[config.mk]
export PLATFORM = sky130hd
export DESIGN_NAME = aar_front
export DESIGN_NICKNAME = d
export VERILOG_FILES = /design/src/sv/assert_macros.svh /design/src/sv/aar_pkg.sv /design/src/sv/aar_front.sv
export SDC_FILE = /design/constraint.sdc
export NUM_CORES = 2
export LEC_CHECK = 0
export BUFFER_PORTS_ARGS = -buffer_cell sky130_fd_sc_hd__buf_2
export CORE_ASPECT_RATIO = 1.5
export CORE_MARGIN = 1
export CORE_UTILIZATION = 57
export DETAILED_ROUTE_END_ITERATION = 7
export PLACE_DENSITY = 0.78
export SLEW_MARGIN = 20
export SYNTH_ARGS = -nofsm -noshare
export SYNTH_HDL_FRONTEND = slang
export SYNTH_SLANG_ARGS = --single-unit
[constraint.sdc]
create_clock -name clk -period 15.34 [get_ports clk]
set_input_delay 1.534 -clock clk [delete_from_list [all_inputs] [get_ports clk]]
set_output_delay 1.534 -clock clk [all_outputs]
set_load 0.01 [all_outputs]
[src/sv/assert_macros.svh]
// Assertion helpers shared by the RTL files.
`ifndef ASSERT_MACROS_SVH
`define ASSERT_MACROS_SVH
`ifndef SYNTH
`define AAR_ASSERT(lbl, clk, rst_n, prop, msg) \
    lbl: assert property (@(posedge clk) disable iff (!rst_n) prop) else $error(msg);
`define AAR_ASSERT_ALWAYS(lbl, clk, prop, msg) \
    lbl: assert property (@(posedge clk) prop) else $error(msg);
`else
`define AAR_ASSERT(lbl, clk, rst_n, prop, msg)
`define AAR_ASSERT_ALWAYS(lbl, clk, prop, msg)
`endif
`endif

[src/sv/aar_pkg.sv]
package aar_pkg;

    localparam int CORDIC_STEPS_DEF = 16;
    localparam int QUEUE_DEPTH_DEF  = 4;
    localparam int ATAN_LEN         = 24;

    localparam int ANG_W     = 33;
    localparam int CS_W      = 33;
    localparam int SUMSQ_W   = 32;
    localparam int SQ_W      = 31;
    localparam int RAD_SHIFT = 28;
    localparam int RAD_W     = SUMSQ_W + RAD_SHIFT;
    localparam int ROOT_W    = 30;
    localparam int QUO_W     = 31;
    localparam int REM_W     = ROOT_W + 1;
    // Dividend is |v| * 2^44; the first partial remainder is that over 2^QUO_W.
    localparam int DIV_PRESHIFT = 44 - QUO_W;
    localparam int UNIT_W    = 32;
    localparam int ACC_W     = 36;
    localparam int Q30_SHIFT = 30;
    localparam int Q14_SHIFT = 16;

    localparam logic signed [ANG_W-1:0] PI_Q28      = 33'sd843314857;
    localparam logic signed [ANG_W-1:0] HALF_PI_Q28 = 33'sd421657428;
    localparam logic signed [ANG_W-1:0] TWO_PI_Q28  = 33'sd1686629713;
    localparam logic signed [CS_W-1:0]  GAIN_Q30    = 33'sd652032874;
    localparam logic signed [CS_W-1:0]  ONE_Q30     = 33'sd1073741824;
    localparam logic [QUO_W-1:0]        QUO_ONE     = 31'h4000_0000;
    localparam logic signed [ACC_W-1:0] ROUND_Q14   = 36'sd32768;
    localparam logic signed [15:0]      ELEM_MAX    = 16'sd16384;

    typedef struct packed {
        logic signed [15:0] angle;
        logic signed [15:0] axis_x;
        logic signed [15:0] axis_y;
        logic signed [15:0] axis_z;
    } aar_in_t;

    typedef struct packed {
        logic signed [15:0] row0_col0;
        logic signed [15:0] row0_col1;
        logic signed [15:0] row0_col2;
        logic signed [15:0] row1_col0;
        logic signed [15:0] row1_col1;
        logic signed [15:0] row1_col2;
        logic signed [15:0] row2_col0;
        logic signed [15:0] row2_col1;
        logic signed [15:0] row2_col2;
        logic               no_rotation;
    } aar_out_t;

    // Classified item handed from the front end to the arithmetic back end.
    typedef struct packed {
        logic                     zero_axis;
        logic                     single_axis;
        logic                     flip;
        logic signed [ANG_W-1:0]  z;
        logic signed [15:0]       axis_x;
        logic signed [15:0]       axis_y;
        logic signed [15:0]       axis_z;
        logic [SUMSQ_W-1:0]       sumsq;
    } aar_job_t;

    function automatic logic signed [ANG_W-1:0] atan_q28(input int unsigned idx);
        logic signed [ANG_W-1:0] v;
        case (idx)
            0:       v = 33'sd210828714;
            1:       v = 33'sd124459457;
            2:       v = 33'sd65760959;
            3:       v = 33'sd33381290;
            4:       v = 33'sd16755423;
            5:       v = 33'sd8385879;
            6:       v = 33'sd4193963;
            7:       v = 33'sd2097109;
            8:       v = 33'sd1048571;
            9:       v = 33'sd524287;
            10:      v = 33'sd262144;
            11:      v = 33'sd131072;
            12:      v = 33'sd65536;
            13:      v = 33'sd32768;
            14:      v = 33'sd16384;
            15:      v = 33'sd8192;
            16:      v = 33'sd4096;
            17:      v = 33'sd2048;
            18:      v = 33'sd1024;
            19:      v = 33'sd512;
            20:      v = 33'sd256;
            21:      v = 33'sd128;
            22:      v = 33'sd64;
            23:      v = 33'sd32;
            default: v = '0;
        endcase
        return v;
    endfunction

endpackage

[src/sv/aar_front.sv]
module aar_front
    import aar_pkg::*;
(
    input  logic     clk,
    input  logic     rst_n,
    input  logic     in_valid,
    output logic     in_ready,
    input  aar_in_t  in_data,
    output logic     job_valid,
    input  logic     job_ready,
    output aar_job_t job
);

    logic adv;

    logic                    f1_valid_reg;
    logic signed [ANG_W-1:0] f1_z_reg, f1_z_next;
    logic signed [15:0]      f1_ax_reg, f1_ay_reg, f1_az_reg;
    logic [SQ_W-1:0]         f1_sqx_reg, f1_sqy_reg, f1_sqz_reg;
    logic [SQ_W-1:0]         f1_sqx_next, f1_sqy_next, f1_sqz_next;

    logic                    job_valid_reg;
    aar_job_t                job_reg, job_next;

    logic signed [ANG_W-1:0] z0;
    logic signed [31:0]      sqx_full, sqy_full, sqz_full;
    logic                    nzx, nzy, nzz;

    assign adv      = !job_valid_reg || job_ready;
    assign in_ready = adv;

    // Stage one: first wrap of the angle into [-pi, pi] and the three squares.
    always_comb
    begin
        z0 = {in_data.angle[15], in_data.angle, 16'h0000};
        if (z0 > PI_Q28)
        begin
            f1_z_next = z0 - TWO_PI_Q28;
        end
        else if (z0 < -PI_Q28)
        begin
            f1_z_next = z0 + TWO_PI_Q28;
        end
        else
        begin
            f1_z_next = z0;
        end
        sqx_full    = in_data.axis_x * in_data.axis_x;
        sqy_full    = in_data.axis_y * in_data.axis_y;
        sqz_full    = in_data.axis_z * in_data.axis_z;
        f1_sqx_next = sqx_full[SQ_W-1:0];
        f1_sqy_next = sqy_full[SQ_W-1:0];
        f1_sqz_next = sqz_full[SQ_W-1:0];
    end

    // Stage two: fold into [-pi/2, pi/2], classify the axis, sum the squares.
    always_comb
    begin
        nzx = |f1_ax_reg;
        nzy = |f1_ay_reg;
        nzz = |f1_az_reg;
        job_next             = '0;
        job_next.zero_axis   = !(nzx || nzy || nzz);
        job_next.single_axis = (nzx ^ nzy ^ nzz) && !(nzx && nzy && nzz);
        job_next.axis_x      = f1_ax_reg;
        job_next.axis_y      = f1_ay_reg;
        job_next.axis_z      = f1_az_reg;
        job_next.sumsq       = SUMSQ_W'(f1_sqx_reg) + SUMSQ_W'(f1_sqy_reg)
                             + SUMSQ_W'(f1_sqz_reg);
        if (f1_z_reg > HALF_PI_Q28)
        begin
            job_next.z    = f1_z_reg - PI_Q28;
            job_next.flip = 1'b1;
        end
        else if (f1_z_reg < -HALF_PI_Q28)
        begin
            job_next.z    = f1_z_reg + PI_Q28;
            job_next.flip = 1'b1;
        end
        else
        begin
            job_next.z    = f1_z_reg;
            job_next.flip = 1'b0;
        end
    end

    always_ff @(posedge clk or negedge rst_n)
    begin
        if (!rst_n)
        begin
            f1_valid_reg  <= 1'b0;
            job_valid_reg <= 1'b0;
        end
        else if (adv)
        begin
            f1_valid_reg  <= in_valid;
            job_valid_reg <= f1_valid_reg;
        end
    end

    always_ff @(posedge clk)
    begin
        if (adv)
        begin
            f1_z_reg   <= f1_z_next;
            f1_ax_reg  <= in_data.axis_x;
            f1_ay_reg  <= in_data.axis_y;
            f1_az_reg  <= in_data.axis_z;
            f1_sqx_reg <= f1_sqx_next;
            f1_sqy_reg <= f1_sqy_next;
            f1_sqz_reg <= f1_sqz_next;
            job_reg    <= job_next;
        end
    end

    assign job_valid = job_valid_reg;
    assign job       = job_reg;

endmodule

# == Word-level counts from Yosys, hierarchy flattened ==
# Index checks and enable logic that the tools add are counted.
# word_totals
register_bits,292
in_bits,68
ram_bits,0
mem_bits_ro,0
memories,0
word_cells,48
latch_bits,0
# op_classes
mul,3
addsub,6
shift,0
magnitude_cmp,4
mux,4
bitwise,2
n_div,0
eq_ne,0
reduce_logical,12
# ops
cell,n
$mux W33,3
$mul A16 B16 Y31,3
$reduce_or A16 Y1,3
$mux W34,1
$add A32 B32 Y33 const B,1
$add A33 B31 Y33 const B,1
$gt A33 B30 Y1 const B,1
$lt A33 B30 Y1 const B,1
$sub A32 B32 Y33 const B,1
$sub A33 B31 Y33 const B,1
$add A31 B31 Y32,1
$add A32 B31 Y32,1
$gt A32 B31 Y1 const B,1
$lt A32 B31 Y1 const B,1
$logic_and A1 B1 Y1,3
$logic_not A1 Y1,3
$logic_or A1 B1 Y1,3
$xor A1 B1 Y1,2

# == Longest topological paths before layout ==
# depth
ltp_word,5
ltp_mapped,26
mapped_depth_nobuf,24

# == Worst setup path before layout ==
# Ideal clock, no wire load.
# synth_path
path_type,input to output
from,in job_ready
to,out in_ready
n_path_buf,0
setup_slack_ns,5.798
required_time_ns,13.806
t_arrival_ns,8.008
cell_stages,1
path_cell_list,nand2b_1
# synth_via
elab_chain_len,1
# synth_rtl
element,line_no,source
start: declaration,aar_front.sv:10,"input logic job_ready,"
$logic_or A1 B1 Y1,aar_front.sv:29,assign adv = !job_valid_reg || job_ready;
end: declaration,aar_front.sv:7,"output logic in_ready,"
# Every way passes these cells.

# == Worst setup path after layout ==
# layout_path
from,in in_data[47] (netlist name)
to,reg f1_sqx_reg[30] (data pin)
# layout_via
elab_chain_len,1
# layout_rtl
element,line_no,source
start: declaration,aar_front.sv:8,"input aar_in_t in_data,"
$mul A16 B16 Y31,aar_front.sv:48,sqx_full = in_data.axis_x * in_data.axis_x;
named net sqx_full[30],aar_front.sv:26,"logic signed [31:0] sqx_full, sqy_full, sqz_full;"
end signal: assignment,aar_front.sv:109,f1_sqx_reg <= f1_sqx_next;
end: declaration,aar_front.sv:19,"logic [SQ_W-1:0] f1_sqx_reg, f1_sqy_reg, f1_sqz_reg;"
# The timed path passes the listed nets, and every way through them passes these cells.
# A chain may end at the register's enable or synchronous reset.

==> results.json <==
{
  "hold_class": "reg2reg",
  "wl_per_cell_um": 17.8,
  "grt.total_usage": 0.266,
  "numCtsBuffers": 31,
  "insertion_delay_ns": 0.61,
  "grt_pass1_vias": 28200,
  "rows": 115,
  "critical_path_class": "in2reg",
  "outcome": "finished clean",
  "slew_headroom": 0.380,
  "worstSetupEndpointType": "register",
  "routed-via-count": 25300,
  "start_kind": "input pin",
  "synth_edf_count": 266,
  "rsz0062_at_grt": "no",
  "fmax_ghz": 0.132,
  "async_reset_ff_frac": 0.00746,
  "skew_ns": 0.0151,
  "hold_viol": 0,
  "cts_max_level": 1,
  "largest_register_ffs": 111,
  "fillerInstances": 5314,
  "cp.required_ns": 15.69,
  "port_buffers": 185,
  "yosysSeqAreaShare": 0.212,
  "final-max-slew-violation-count": 0,
  "grt_pass1_wl_mm": 140,
  "setup_violations": 0,
  "worst_slew_pin_slew_ns": 0.921,
  "crit_arrival_ns": 7.92,
  "first_iter_violations": 1628,
  "gp_congestion": 0.946,
  "syn_area_mm2": 0.0379,
  "routed_wl_mm": 83.8,
  "route.met2.wl_mm": 44.8,
  "setup_ws_ns": 7.77,
  "coreArea_mm2": 0.0656,
  "viasPerCell": 5.37,
  "place_ws_ns": 7.17,
  "cts.path.max_buffers": 3,
  "start_util": 0.577,
  "grt_max_degree": 134,
  "critPathLaunch": "in_data[47]",
  "hpwl_mm": 68.7,
  "drt_pass1_iterations": 6,
  "grt.overflow.total": 0,
  "path_clk_slew_ns": 0.06,
  "die_h_um": 318,
  "cts_sinks": 268,
  "dieArea_mm2": 0.0675,
  "drt-met1-wl_mm": 29.6,
  "fin_crit_ns": 7.57,
  "r2r-start": "f1_sqx_reg[3]$_DFFE_PP_",
  "ys.flop_type": "edfxtp_1",
  "syn_area_per_cell_um2": 10.3,
  "root_buffer": "clkbuf_16",
  "die_w_um": 213,
  "postCtsSetupBuffers": 0,
  "cts_resized": 0,
  "crit_path_max_fanout": 17,
  "ys_ff_latch": 268,
  "io_pins": 186,
  "drv_cap": 0,
  "hold_buffers": 0,
  "yosysWarnings": 0,
  "holdCritStartpoint": "f1_az_reg[7]$_DFFE_PP_",
  "route.detailed.drc": 0,
  "layout-drive-gt1-share": 0.0732,
  "synth_cells": 3688,
  "tns_ns": 0,
  "top_layer": "met4",
  "cts_tree": "yes",
  "ant_nets": 0,
  "areaGrowthSynthToFinish_pct": 7.08,
  "antenna_found_initial": 1,
  "netlist-cell-type-count": 73,
  "synthesis.nets": 4781,
  "route.met3.wl_mm": 4.40,
  "final_nets": 4906,
  "post-route-period-util": 0.494
}
[layout make-up]
class / instances / area, um^2 / share of cell area
Clock buffer: 34 / 787 / 0.0194
Timing Repair Buffer: 190 / 976 / 0.0241
Clock inverter: 23 / 209 / 0.00515
Inverter: 1014 / 3810 / 0.0938
Antenna cell: 1 / 2.50 / 0.0000617
Multi-Input combinational cell: 2308 / 25700 / 0.632
Sequential cell: 268 / 8040 / 0.198
Tap cell: 877 / 1100 / 0.0270
[per-layer routing]
layer  global-route usage  up-vias
li1                     -    11500
met1                0.301    12700
met2                0.485      817
met3               0.0289      266
met4                0.143        0
met5                    0        -
[through the flow]
step | area (um^2) | utilization | instances | hold WS [ns]
after floorplan | 37900 | - | 3688 | 0.427
after global placement | 39600 | 0.603 | 4657 | 0.430
after detailed placement | 39600 | 0.603 | 4657 | 0.436
after CTS | 40600 | 0.618 | 4714 | 0.450
after global routing | 40600 | 0.618 | 4714 | 0.456
final | 40600 | 0.618 | 4715 | 0.450
[cell usage in the layout, fill, tap and decap left out, drive strengths merged, types with 19 or more instances in the layout]
cell type  count
o21bai        24
ha           308
o21ai         71
buf          190
clkbuf        34
nand3         28
nand2        283
nor3          23
edfxtp       266
xor2          48
fa           717
and2          86
a21o          41
nor2         185
inv         1015
a21oi        114
nand2b        19
xnor2        143
[kinds of logic (layout without fill, tap and decap cells)]
kind of cell,after synthesis,in the layout,share of synthesized area
muxes,6,6,0.00175
other,0,1,0
adders and majority gates,1025,1025,0.481
buffers and inverters,1112,1261,0.111
and+or+nand+nor,701,701,0.0837
xor gates and xnor gates,191,191,0.0442
DFF,268,268,0.212
AOI/OAI and AO/OA,385,385,0.0667
[synth_stat cells (all sizes together), types with 6 or more instances]
cell    count  area, um^2
inv      1008        3780
fa        717       14400
ha        308        3850
nand2     283        1060
edfxtp    266        7990
nor2      185         694
xnor2     143        1250
a21oi     114         574
and2       86         538
clkbuf     80         300
o21ai      71         359
xor2       48         420
a21o       41         309
nand3      28         140
o21bai     24         180
nor3       23         115
nand2b     19         119
buf        18        97.6
o21a       18         135
and3       17         111
a211oi     16         120
nor4       16         100
nor2b      14        87.6
or2        13        81.3
a31o       12         105
a31oi      12        75.1
a211o       8        70.1
o211ai      8        60.1
clkinv      6        22.5
nand4       6        37.5
o31ai       6        45.0
[worst max-delay path: stages]
cell and delay, ns:
buf_2 0.22, inv_1 0.42, nor2_1 0.17, fa_1 0.60, inv_1 0.17, fa_1 0.56, inv_1 0.05, fa_1 0.53
fa_1 0.45, fa_1 0.54, inv_1 0.05, fa_1 0.52, inv_1 0.04, ha_1 0.35, a21o_1 0.20, a21oi_1 0.12
o21ai_0 0.12, a221o_1 0.34, a31oi_1 0.24, a21oi_1 0.16, a211o_1 0.27, a21oi_1 0.17, xnor2_1 0.07
[final timing paths]
kind | end | slack [ns] | cells after the start
max | f1_sqx_reg[30]$_DFFE_PP_ | 7.77 | 23
min in group asynchronous | job_valid$_DFFE_PN0P_ | 0.71 | 1
max reg2reg | job[31]$_DFFE_PP_ | 11.24 | 13
max in group asynchronous | f1_valid_reg$_DFFE_PN0P_ | 14.54 | 1
min | job[39]$_DFFE_PP_ | 0.45 | 0
min reg2reg | job[39]$_DFFE_PP_ | 0.45 | 0
Power is not shown: default switching activity piles up to over one toggle a cycle in this logic, so the estimate is an artifact.
