[src/sv/assert_macros.svh]
// Assertion helpers shared by the RTL files.
`ifndef ASSERT_MACROS_SVH
`define ASSERT_MACROS_SVH
`ifndef SYNTH
`define AAR_ASSERT(lbl, clk, rst_n, prop, msg) \
    lbl: assert property (@(posedge clk) disable iff (!rst_n) prop) else $error(msg);
`define AAR_ASSERT_ALWAYS(lbl, clk, prop, msg) \
    lbl: assert property (@(posedge clk) prop) else $error(msg);
`else
`define AAR_ASSERT(lbl, clk, rst_n, prop, msg)
`define AAR_ASSERT_ALWAYS(lbl, clk, prop, msg)
`endif
`endif

[src/sv/aar_pkg.sv]
package aar_pkg;

    localparam int CORDIC_STEPS_DEF = 16;
    localparam int QUEUE_DEPTH_DEF  = 4;
    localparam int ATAN_LEN         = 24;

    localparam int ANG_W     = 33;
    localparam int CS_W      = 33;
    localparam int SUMSQ_W   = 32;
    localparam int SQ_W      = 31;
    localparam int RAD_SHIFT = 28;
    localparam int RAD_W     = SUMSQ_W + RAD_SHIFT;
    localparam int ROOT_W    = 30;
    localparam int QUO_W     = 31;
    localparam int REM_W     = ROOT_W + 1;
    // Dividend is |v| * 2^44; the first partial remainder is that over 2^QUO_W.
    localparam int DIV_PRESHIFT = 44 - QUO_W;
    localparam int UNIT_W    = 32;
    localparam int ACC_W     = 36;
    localparam int Q30_SHIFT = 30;
    localparam int Q14_SHIFT = 16;

    localparam logic signed [ANG_W-1:0] PI_Q28      = 33'sd843314857;
    localparam logic signed [ANG_W-1:0] HALF_PI_Q28 = 33'sd421657428;
    localparam logic signed [ANG_W-1:0] TWO_PI_Q28  = 33'sd1686629713;
    localparam logic signed [CS_W-1:0]  GAIN_Q30    = 33'sd652032874;
    localparam logic signed [CS_W-1:0]  ONE_Q30     = 33'sd1073741824;
    localparam logic [QUO_W-1:0]        QUO_ONE     = 31'h4000_0000;
    localparam logic signed [ACC_W-1:0] ROUND_Q14   = 36'sd32768;
    localparam logic signed [15:0]      ELEM_MAX    = 16'sd16384;

    typedef struct packed {
        logic signed [15:0] angle;
        logic signed [15:0] axis_x;
        logic signed [15:0] axis_y;
        logic signed [15:0] axis_z;
    } aar_in_t;

    typedef struct packed {
        logic signed [15:0] row0_col0;
        logic signed [15:0] row0_col1;
        logic signed [15:0] row0_col2;
        logic signed [15:0] row1_col0;
        logic signed [15:0] row1_col1;
        logic signed [15:0] row1_col2;
        logic signed [15:0] row2_col0;
        logic signed [15:0] row2_col1;
        logic signed [15:0] row2_col2;
        logic               no_rotation;
    } aar_out_t;

    // Classified item handed from the front end to the arithmetic back end.
    typedef struct packed {
        logic                     zero_axis;
        logic                     single_axis;
        logic                     flip;
        logic signed [ANG_W-1:0]  z;
        logic signed [15:0]       axis_x;
        logic signed [15:0]       axis_y;
        logic signed [15:0]       axis_z;
        logic [SUMSQ_W-1:0]       sumsq;
    } aar_job_t;

    function automatic logic signed [ANG_W-1:0] atan_q28(input int unsigned idx);
        logic signed [ANG_W-1:0] v;
        case (idx)
            0:       v = 33'sd210828714;
            1:       v = 33'sd124459457;
            2:       v = 33'sd65760959;
            3:       v = 33'sd33381290;
            4:       v = 33'sd16755423;
            5:       v = 33'sd8385879;
            6:       v = 33'sd4193963;
            7:       v = 33'sd2097109;
            8:       v = 33'sd1048571;
            9:       v = 33'sd524287;
            10:      v = 33'sd262144;
            11:      v = 33'sd131072;
            12:      v = 33'sd65536;
            13:      v = 33'sd32768;
            14:      v = 33'sd16384;
            15:      v = 33'sd8192;
            16:      v = 33'sd4096;
            17:      v = 33'sd2048;
            18:      v = 33'sd1024;
            19:      v = 33'sd512;
            20:      v = 33'sd256;
            21:      v = 33'sd128;
            22:      v = 33'sd64;
            23:      v = 33'sd32;
            default: v = '0;
        endcase
        return v;
    endfunction

endpackage

[src/sv/aar_queue.sv]
`include "assert_macros.svh"

module aar_queue
    import aar_pkg::*;
#(
    parameter int DEPTH = QUEUE_DEPTH_DEF
)(
    input  logic     clk,
    input  logic     rst_n,
    input  logic     in_valid,
    output logic     in_ready,
    input  aar_job_t in_data,
    output logic     out_valid,
    input  logic     out_ready,
    output aar_job_t out_data
);

    localparam int AW    = (DEPTH > 1) ? $clog2(DEPTH) : 1;
    localparam int CNT_W = $clog2(DEPTH + 1);

    aar_job_t         mem_reg [DEPTH];
    logic [AW-1:0]    wr_ptr_reg, wr_ptr_next, rd_ptr_reg, rd_ptr_next;
    logic [CNT_W-1:0] count_reg, count_next;
    logic             push, pop;

    assign in_ready  = count_reg != CNT_W'(DEPTH);
    assign out_valid = count_reg != '0;
    assign out_data  = mem_reg[rd_ptr_reg];
    assign push      = in_valid && in_ready;
    assign pop       = out_valid && out_ready;

    always_comb
    begin
        wr_ptr_next = wr_ptr_reg;
        rd_ptr_next = rd_ptr_reg;
        count_next  = count_reg;
        if (push)
        begin
            wr_ptr_next = (wr_ptr_reg == AW'(DEPTH - 1)) ? '0 : wr_ptr_reg + AW'(1);
        end
        if (pop)
        begin
            rd_ptr_next = (rd_ptr_reg == AW'(DEPTH - 1)) ? '0 : rd_ptr_reg + AW'(1);
        end
        if (push && !pop)
        begin
            count_next = count_reg + CNT_W'(1);
        end
        else if (pop && !push)
        begin
            count_next = count_reg - CNT_W'(1);
        end
    end

    always_ff @(posedge clk or negedge rst_n)
    begin
        if (!rst_n)
        begin
            wr_ptr_reg <= '0;
            rd_ptr_reg <= '0;
            count_reg  <= '0;
        end
        else
        begin
            wr_ptr_reg <= wr_ptr_next;
            rd_ptr_reg <= rd_ptr_next;
            count_reg  <= count_next;
        end
    end

    always_ff @(posedge clk)
    begin
        if (push)
        begin
            mem_reg[wr_ptr_reg] <= in_data;
        end
    end

    `AAR_ASSERT_ALWAYS(a_count_range, clk, !rst_n || count_reg <= CNT_W'(DEPTH), "queue count overflow")
    `AAR_ASSERT(a_count_up, clk, rst_n, push && !pop |=> count_reg == $past(count_reg) + CNT_W'(1), "queue count missed a push")
    `AAR_ASSERT(a_count_down, clk, rst_n, pop && !push |=> count_reg == $past(count_reg) - CNT_W'(1), "queue count missed a pop")

endmodule

[config.mk]
export PLATFORM = sky130hd
export DESIGN_NAME = aar_queue
export DESIGN_NICKNAME = d
export VERILOG_FILES = /design/src/sv/aar_pkg.sv /design/src/sv/aar_queue.sv
export VERILOG_INCLUDE_DIRS = /design/src /design/src/sv
export SDC_FILE = /design/constraint.sdc
export NUM_CORES = 1
export LEC_CHECK = 0
export ABC_AREA = 1
export BUFFER_PORTS_ARGS = -buffer_cell sky130_fd_sc_hd__buf_4
export CAP_MARGIN = 20
export CORE_ASPECT_RATIO = 1.5
export CORE_UTILIZATION = 45
export DETAILED_ROUTE_END_ITERATION = 10
export PLACE_DENSITY = 0.61
export SETUP_SLACK_MARGIN = 0.2
export SYNTH_ARGS = -nofsm -noshare
export SYNTH_HDL_FRONTEND = slang
export SYNTH_SLANG_ARGS = --single-unit
[constraint.sdc]
create_clock -name clk -period 15.1 [get_ports clk]
set_clock_uncertainty 0.1 [all_clocks]
set_input_delay 1.51 -clock clk [delete_from_list [all_inputs] [get_ports clk]]
set_output_delay 1.51 -clock clk [all_outputs]
set_load 0.02 [all_outputs]
# Word level (Yosys, flattened, before mapping)
# Memories as Yosys holds them, arrays and structs flattened.
# Index checks and enable logic that the tools add are counted.
# W data, S select, Z words.
# classes
add_sub_neg,4
n_mul,0
n_div,0
magnitude_cmp,0
n_eq_ne,3
n_shift,0
mux,6
n_bitwise,0
n_reduce_logical,8
# op_table
operator,n
$mux W3,2
$add A2 B1 Y2 const B,2
$eq A2 B2 Y1 const B,2
$logic_and A1 B1 Y1,4
$mux W2,2
$add A3 B1 Y3 const B,1
$ne A3 B3 Y1 const B,1
$reduce_bool A3 Y1,1
$sub A3 B1 Y3 const B,1
$logic_not A1 Y1,2
$mux W1,2
$reduce_bool A2 Y1,1
# totals
register_bits,7
latchBits,0
ram_bits,464
mem_bits_ro,0
inputBits,120
output_inout_bits,118
elab_cells,25
mem_count,1
# mem_list
name,words,word_bits,read_ports,rd_clocked_by_memory_dff,write_ports,line_no,source
mem_reg,4,116,1,0,1,aar_queue.sv:21,aar_job_t mem_reg [DEPTH];

# Longest topological paths before layout
# Gate-level depths: netlist of run 1.
# depth
depth_word,6
depth_mapped,12
ltp_nobuf,12

# Worst setup path after synthesis of run 1
# OpenSTA, ideal clock, no wires.
# synth_timing
kind,input port to flip-flop
from,input port in_valid
to,memory mem_reg[0][0] (netlist name) (enable)
setup_time_ps,593
arrival_time_ps,6492
required_ps,14407
setup_slack_ps,7915
stages,2
n_path_buf,0
path_cell_list,nand2_1 > nor2_1
# synth_via
elab_chain_len,3
# synth_lines
item,line_no,source
start: declaration,aar_queue.sv:10,"input logic in_valid,"
$logic_and A1 B1 Y1,aar_queue.sv:29,assign push = in_valid && in_ready;
$mux W1,aar_queue.sv:73,if (push)
$mux W1 (not written as such),aar_queue.sv:75,mem_reg[wr_ptr_reg] <= in_data;
end: declaration,aar_queue.sv:21,
# Every way passes these cells.

==> results of run 1 <==
## worst reg2reg max path: cells and delay by family, from the launching register on
kind / cells / cell delay, ns
buf+inv: 2 / 0.85
flops: 1 / 0.42
simple gates: 3 / 0.66
## stage by stage
stage | hold WS, ns | cell area [um^2]
6_report | 0.409 | 22400
5_1_grt | 0.447 | 22400
4_1_cts | 0.409 | 22300
3_5_place_dp | 0.394 | 20900
3_3_place_gp | 0.381 | 20900
2_1_floorplan | 0.363 | 19000
## cell usage after synthesis
cell type                  count
sky130_fd_sc_hd__o211ai_1    232
sky130_fd_sc_hd__inv_4         1
sky130_fd_sc_hd__nand3_1       7
sky130_fd_sc_hd__nand2_1     363
sky130_fd_sc_hd__edfxtp_1    464
sky130_fd_sc_hd__buf_8         1
sky130_fd_sc_hd__nand4_1       1
sky130_fd_sc_hd__dfrtp_1       7
sky130_fd_sc_hd__xnor2_1       1
sky130_fd_sc_hd__inv_1       245
sky130_fd_sc_hd__buf_6        52
sky130_fd_sc_hd__nor2_1        6
sky130_fd_sc_hd__o21ai_0       1
sky130_fd_sc_hd__fa_1          1
sky130_fd_sc_hd__ha_1          6
sky130_fd_sc_hd__buf_2        20
sky130_fd_sc_hd__buf_4         4
## layer usage
layer | track usage (%) | vias up | share of wire (%)
met5 | 0 | - | 0.034
met4 | 7.88 | 2 | 3.5
met1 | 19.8 | 5300 | 39
met2 | 31.3 | 246 | 51
li1 | - | 5348 | -
met3 | 4.52 | 75 | 6.3
## final cells by class
cell class                 count  share of cell area [%]
inverter                     246                    4.13
tap                          558                    3.12
clock buffer                  59                    5.49
clock inverter                19                   0.743
multi-input combinational    618                    14.8
timing repair buffer         254                    8.69
sequential                   471                    63.0
antenna                        3                  0.0335
## logic make-up (layout without fill, tap and decap cells)
| group | after synthesis | after routing | synth area share (%) |
|---|---|---|---|
| and+or+nand+nor | 377 | 377 | 7.49 |
| buffers and inverters | 323 | 578 | 8.70 |
| AOI/OAI and AO/OA | 233 | 233 | 9.17 |
| other | 0 | 3 | 0 |
| xor gates and xnor gates | 1 | 1 | 0.0460 |
| adders and majority gates | 7 | 7 | 0.499 |
| DFF | 471 | 471 | 74.1 |
## worst paths after layout
check                           slack [ns]  cells after the start              to     startpoint
worst max-delay path                 10.31                      7    out_data[54]  rd_ptr_reg[0]
worst min-delay path                  0.41                      2    count_reg[2]   count_reg[2]
worst max register to register       12.65                      5  mem_reg[3][56]   count_reg[0]
worst min register to register        0.41                      2    count_reg[2]   count_reg[2]
max in group asynchronous            14.08                      1   rd_ptr_reg[0]          rst_n
min in group asynchronous             0.68                      1   rd_ptr_reg[1]          rst_n
## power groups by stage
stage	Combinational [uW]	Sequential, uW	Clock (uW)
4_1_cts	1740	1780	1100
6_report	1720	1780	1070
3_3_place_gp	1710	1800	0
2_1_floorplan	1190	1830	0
5_1_grt	1880	1800	1140
3_5_place_dp	1740	1810	0
==> implementation parameters, run 1 <==
Parameter                              Value

Critical path
  Critical Path AT    3.18 ns
  Highest-delay cell along the critical path    sky130_fd_sc_hd__buf_4
  Critical path's most frequent cell    sky130_fd_sc_hd__buf_4
  Number of buffer and inverter stages on the critical path    4
  Worst-path cell chain    buf_4 > buf_16 > buf_4 > nand2_1 > o211ai_1 > nand2_1 > buf_4
  Crit path largest cell delay    0.89 ns
  Worst-path fanout max    118
  Crit path kind    register to primary output
  Worst setup EP type    primary output
  Crit path launch type    register
  Gate family responsible for the most delay along the worst path    buffers and inverters
  Required time worst endpoint    13.49 ns

Drt
  Number of detailed-route iterations in the first pass    4
  Via Count    11000
  Detailed Route Iter0 Violations    551
  Via density per instance    4.92
  Detailed-route wire length per cell    17.0 um
  Total DRC errors in the routed layout    0
  Routed Wire Length    37800 um
  Count of antenna-violating nets left after detailed routing    0

Timing
  Setup total negative slack    0 ns
  Worst slew slack as a fraction of its limit    27.2%
  Hold Fails Final Rpt    0
  RSZ-0062 raised after global routing    false
  Ratio of final minimum period to clock period    31.7%
  Setup violation total in the final timing report    0
  Max-slew violations    0
  Worst slew pin tran    1.09 ns
  Final critical-path required period    4.79 ns
  Maximum frequency from static timing analysis    0.209 GHz
  PnR worst setup slack    10.31 ns

Cells and area
  Leading cell type in the layout, fill and taps excluded    sky130_fd_sc_hd__edfxtp_1
  Fillers    3533
  Final #Nets    1762
  Share of post-route cells with drive strength above 1    19.3%
  Count of non-filler cells in the finished layout    2228
  Area occupied by multi-input gates    3310 um^2
  Commonest cells after routing, fill and taps aside    sky130_fd_sc_hd__edfxtp_1 (464), sky130_fd_sc_hd__nand2_1 (363), sky130_fd_sc_hd__buf_4 (252)
  Total area of sequential cells    14100 um^2
  Max reg flops    464
  Final core utilization    54.0%
  Post-synthesis to final-layout area growth    17.6%

Synth
  Area share of the largest cell type after synthesis    73.2%
  Synth Warn #    0
  Avg Synthesized Cell Area    13.5 um^2
  Area contributors post-synth    sky130_fd_sc_hd__edfxtp_1 (73%), sky130_fd_sc_hd__o211ai_1 (9.1%), sky130_fd_sc_hd__nand2_1 (7.2%)
  Synthesis-stage register bit count    471
  Total standard cell area after synthesis    19000 um^2
  Post-synthesis cell type with the largest combined area    sky130_fd_sc_hd__edfxtp_1
  Count of unique library cells instantiated by Yosys    17
  Post-synthesis instance total    1412
  Net Count, Synth    1539
  Post-synthesis sequential area ratio    74.1%

Clock network
  Root Driver    sky130_fd_sc_hd__clkbuf_16
  Total number of clock tree sinks    471
  TritonCTS clock tree    yes
  TritonCTS Buffers    44
  Hold-fix buffer count after cts    0
  Insertion delay of the later-clocked pin in the worst-skew pair    0.54 ns
  Count of buffers added by post-CTS timing repair for setup    0
  Gates resized, CTS repair    0
  Clock slew at the register clock pins of the worst setup and hold paths    0.06 ns
  Max H-tree Level    2
  Clk buf depth    3

Global route
  Global routing usage summed across all routing layers    17.6%
  Overflow after GRT    0
  Antenna violations before repair    3
  Global-route wire length before repair    57600 um
  Number of global-route vias before repair    10700
  Largest net degree at the start of global routing    121

Placed design
  Post-placement setup slack    10.54 ns
  Routability Congestion    0.713
  Buffers on Ports    237
  Instance count after placement with tap cells included    2145
  Half-perimeter wire length of the detailed placement result    21200 um

Hold path
  HP Class    register to register

Floorplan
  Die width    170 um
  Area of the core    41400 um^2
  Overall die area    43200 um^2
  FP Rows    91
  Vertical extent of the die    254 um
  Starting Density    45.9%
  Boundary Pins    238

Power and ir drop
  Power density of the placed cells    204 nW/um^2
  Worst vdd ir    0.225 mV
  Leakage Power    0.00879 uW
  Total power    4560 uW
  Share of power burned in the clock network    23.4%
  Reported net switching power    1640 uW
  Logic gate share of total power    37.6%
  Cell-internal power    2920 uW
  Net Sw Frac    35.9%
  Part of the power in registers    38.9%

Run status
  Status    finished clean

Run
  Number of max-cap violations    0
(Power assumes the default switching activity.)
==> run 2: changes to the inputs <==
Settings changed: PLACE_DENSITY 0.61 to 0.64.
Clock period 15.1 ns to 3.9 ns, I/O delays scaled along.
==> run 2 against run 1 <==
  * Setup slack worse by 9.4 ns
  * Design area rose by 6.4%
  * Cell count increased by 5.7%
  * Total power grew to 4.0 times the previous value
  * Via count is 5.0% higher
  * Clock power grew to 3.9 times the previous value
  * Hold slack got worse by 0.30 ns
  * Critical path depth down 2
==> implementation parameters, run 2 (synthesis gave the netlist of run 1 again) <==
Parameter                              Value

Clock network
  TritonCTS clock tree    yes
  Insertion delay of the later-clocked pin in the worst-skew pair    0.53 ns (about the same)
  Root Driver    sky130_fd_sc_hd__clkbuf_16
  Max H-tree Level    2 (unchanged)
  TritonCTS Buffers    43 (-2.3%)
  Clk buf depth    3 (unchanged)
  Total number of clock tree sinks    471 (unchanged)
  Gates resized, CTS repair    0 (unchanged)
  Clock slew at the register clock pins of the worst setup and hold paths    0.06 ns (about the same)

Floorplan
  Vertical extent of the die    254 um (unchanged)
  FP Rows    91 (unchanged)
  Area of the core    41400 um^2 (unchanged)
  Boundary Pins    238 (unchanged)
  Starting Density    45.9% (unchanged)
  Die width    170 um (unchanged)
  Overall die area    43200 um^2 (unchanged)

Run
  Number of max-cap violations    0 (unchanged)

Drt
  Number of detailed-route iterations in the first pass    5 (+1)
  Detailed-route wire length per cell    16.9 um (-0.51%)
  Routed Wire Length    39800 um (+5.2%)
  Count of antenna-violating nets left after detailed routing    0 (unchanged)
  Via Count    11500 (+5.0%)
  Via density per instance    4.89 (-0.73%)
  Detailed Route Iter0 Violations    644 (+17%)
  Total DRC errors in the routed layout    0 (unchanged)

Cells and area
  Share of post-route cells with drive strength above 1    18.6% (-0.66 points)
  Post-synthesis to final-layout area growth    25.1%
  Design area    23800 um^2 (+6.4%)
  Leading cell type in the layout, fill and taps excluded    sky130_fd_sc_hd__edfxtp_1
  Final core utilization    57.5% (+3.4 points)
  Fillers    3309 (-6.3%)
  Final #Nets    1892 (+7.4%)
  Total area of sequential cells    14100 um^2 (unchanged)
  Max reg flops    464 (unchanged)
  Commonest cells after routing, fill and taps aside    sky130_fd_sc_hd__edfxtp_1 (464), sky130_fd_sc_hd__nand2_1 (363), sky130_fd_sc_hd__buf_4 (250)
  Count of non-filler cells in the finished layout    2356 (+5.7%)
  Area occupied by multi-input gates    3310 um^2 (unchanged)

Critical path
  Critical Path AT    2.54 ns (-0.64 ns)
  Worst setup EP type    primary output
  Crit Reg-Reg Endpoint    mem_reg[2][25]
  Worst-case reg-to-reg path depth    5 (unchanged)
  FF-to-FF Start    count_reg[0]
  Flop-to-flop setup slack    1.54 ns (-11.11 ns)
  Crit path kind    register to primary output
  Worst-path fanout max    74 (-37%)
  Required time worst endpoint    3.41 ns (-10.08 ns)
  Crit path launch type    register

Global route
  Global-route wire length before repair    60200 um (+4.6%)
  Largest net degree at the start of global routing    117 (-3.3%)
  Number of global-route vias before repair    11600 (+8.3%)
  Overflow after GRT    0 (unchanged)
  Antenna violations before repair    2 (-1)
  Global routing usage summed across all routing layers    18.3% (+0.64 points)

Timing
  Final critical-path required period    3.03 ns
  Worst slew pin tran    1.01 ns (-0.0850 ns)
  RSZ-0062 raised after global routing    false
  Maximum frequency from static timing analysis    0.330 GHz
  Hold Fails Final Rpt    0 (unchanged)
  Worst slew slack as a fraction of its limit    32.9% (+5.7 points)
  Setup violation total in the final timing report    0 (unchanged)
  Setup total negative slack    0 ns (unchanged)
  Ratio of final minimum period to clock period    77.7%
  Max-slew violations    0 (unchanged)

Placed design
  Buffers on Ports    237 (unchanged)
  Routability Congestion    0.770 (+7.9%)
  Cell Area, Placed    21200 um^2 (+1.5%)
  Instance count after placement with tap cells included    2159 (+0.65%)
  Half-perimeter wire length of the detailed placement result    23100 um (+9.0%)

Power and ir drop
  Leakage Power    0.00937 uW (+6.7%)
  Worst vdd ir    0.675 mV (+200%)
  Power density of the placed cells    757 nW/um^2 (+270%)

Run status
  Status    finished clean

Hold path
  HP Class    primary input to async pin
-- run 2: cell count changes in the layout (fill, tap and decap cells not counted), moves of 2 or more --
cell | before | now
sky130_fd_sc_hd__clkinv_2 | 5 | 7
sky130_fd_sc_hd__clkbuf_8 | 5 | 1
sky130_fd_sc_hd__buf_4 | 252 | 250
sky130_fd_sc_hd__clkinv_1 | 9 | 7
sky130_fd_sc_hd__clkinvlp_4 | 0 | 3
sky130_fd_sc_hd__dlygate4sd3_1 | 0 | 119
sky130_fd_sc_hd__buf_16 | 2 | 0
sky130_fd_sc_hd__buf_12 | 0 | 16
-- run 2: worst max-delay path by stage --
stage | startpoint | to | slack, ns | cells after the start
after CTS | rd_ptr_reg[0] | out_data[68] | 0.83 | 5
after global placement | rd_ptr_reg[0] | out_data[68] | 1.48 | 5
after global routing | rd_ptr_reg[0] | out_data[55] | 0.69 | 5
after floorplan | count_reg[0] | mem_reg[0][0] | -0.64 | 4
final | rd_ptr_reg[0] | out_data[68] | 0.87 | 5
after detailed placement | rd_ptr_reg[0] | out_data[68] | 1.42 | 5
-- run 2: critical path, stage by stage (launching register included) --
cell                       delay (ns)
sky130_fd_sc_hd__dfrtp_4         1.07
sky130_fd_sc_hd__buf_4           0.42
sky130_fd_sc_hd__nand2_1         0.09
sky130_fd_sc_hd__o211ai_1        0.10
sky130_fd_sc_hd__nand2_1         0.09
sky130_fd_sc_hd__buf_4           0.16
-- run 2: final cells by class --
cell class	count	area share, %
clock inverters	22	0.893
diodes	2	0.0210
well taps	558	2.93
multi-input cells	618	13.9
flip-flops and latches	471	59.3
inverters	246	3.89
clock buffers	54	4.91
repair buffers	385	14.2
-- run 2: timing repair --
action                                 in CTS  in global routing
hold buffers                              119                  0
endpoints found under the hold margin     474                  0
buffers inserted                            0                  0
-- run 2: routing by layer --
metal | vias to the layer above | wire, um | GRT usage, %
met3 | 82 | 2040 | 3.54
li1 | 5606 | - | -
met5 | - | 0 | 0
met1 | 5552 | 15000 | 19.7
met2 | 277 | 21400 | 34.4
met4 | 0 | 1310 | 7.98
-- run 2: per-stage QoR --
step	hold slack, ns	setup slack (ns)	power [uW]
3_5_place_dp	0.112	1.42	14000
2_1_floorplan	-0.00559	-0.636	11600
3_3_place_gp	0.112	1.48	13900
4_1_cts	0.0794	0.832	18300
6_report	0.108	0.871	18000
5_1_grt	0.0876	0.694	19000
-- run 2: where the power goes --
group	internal, uW	switching (uW)
clock network	2390	1750
registers	6630	411
logic	2520	4330
total	11500	6480
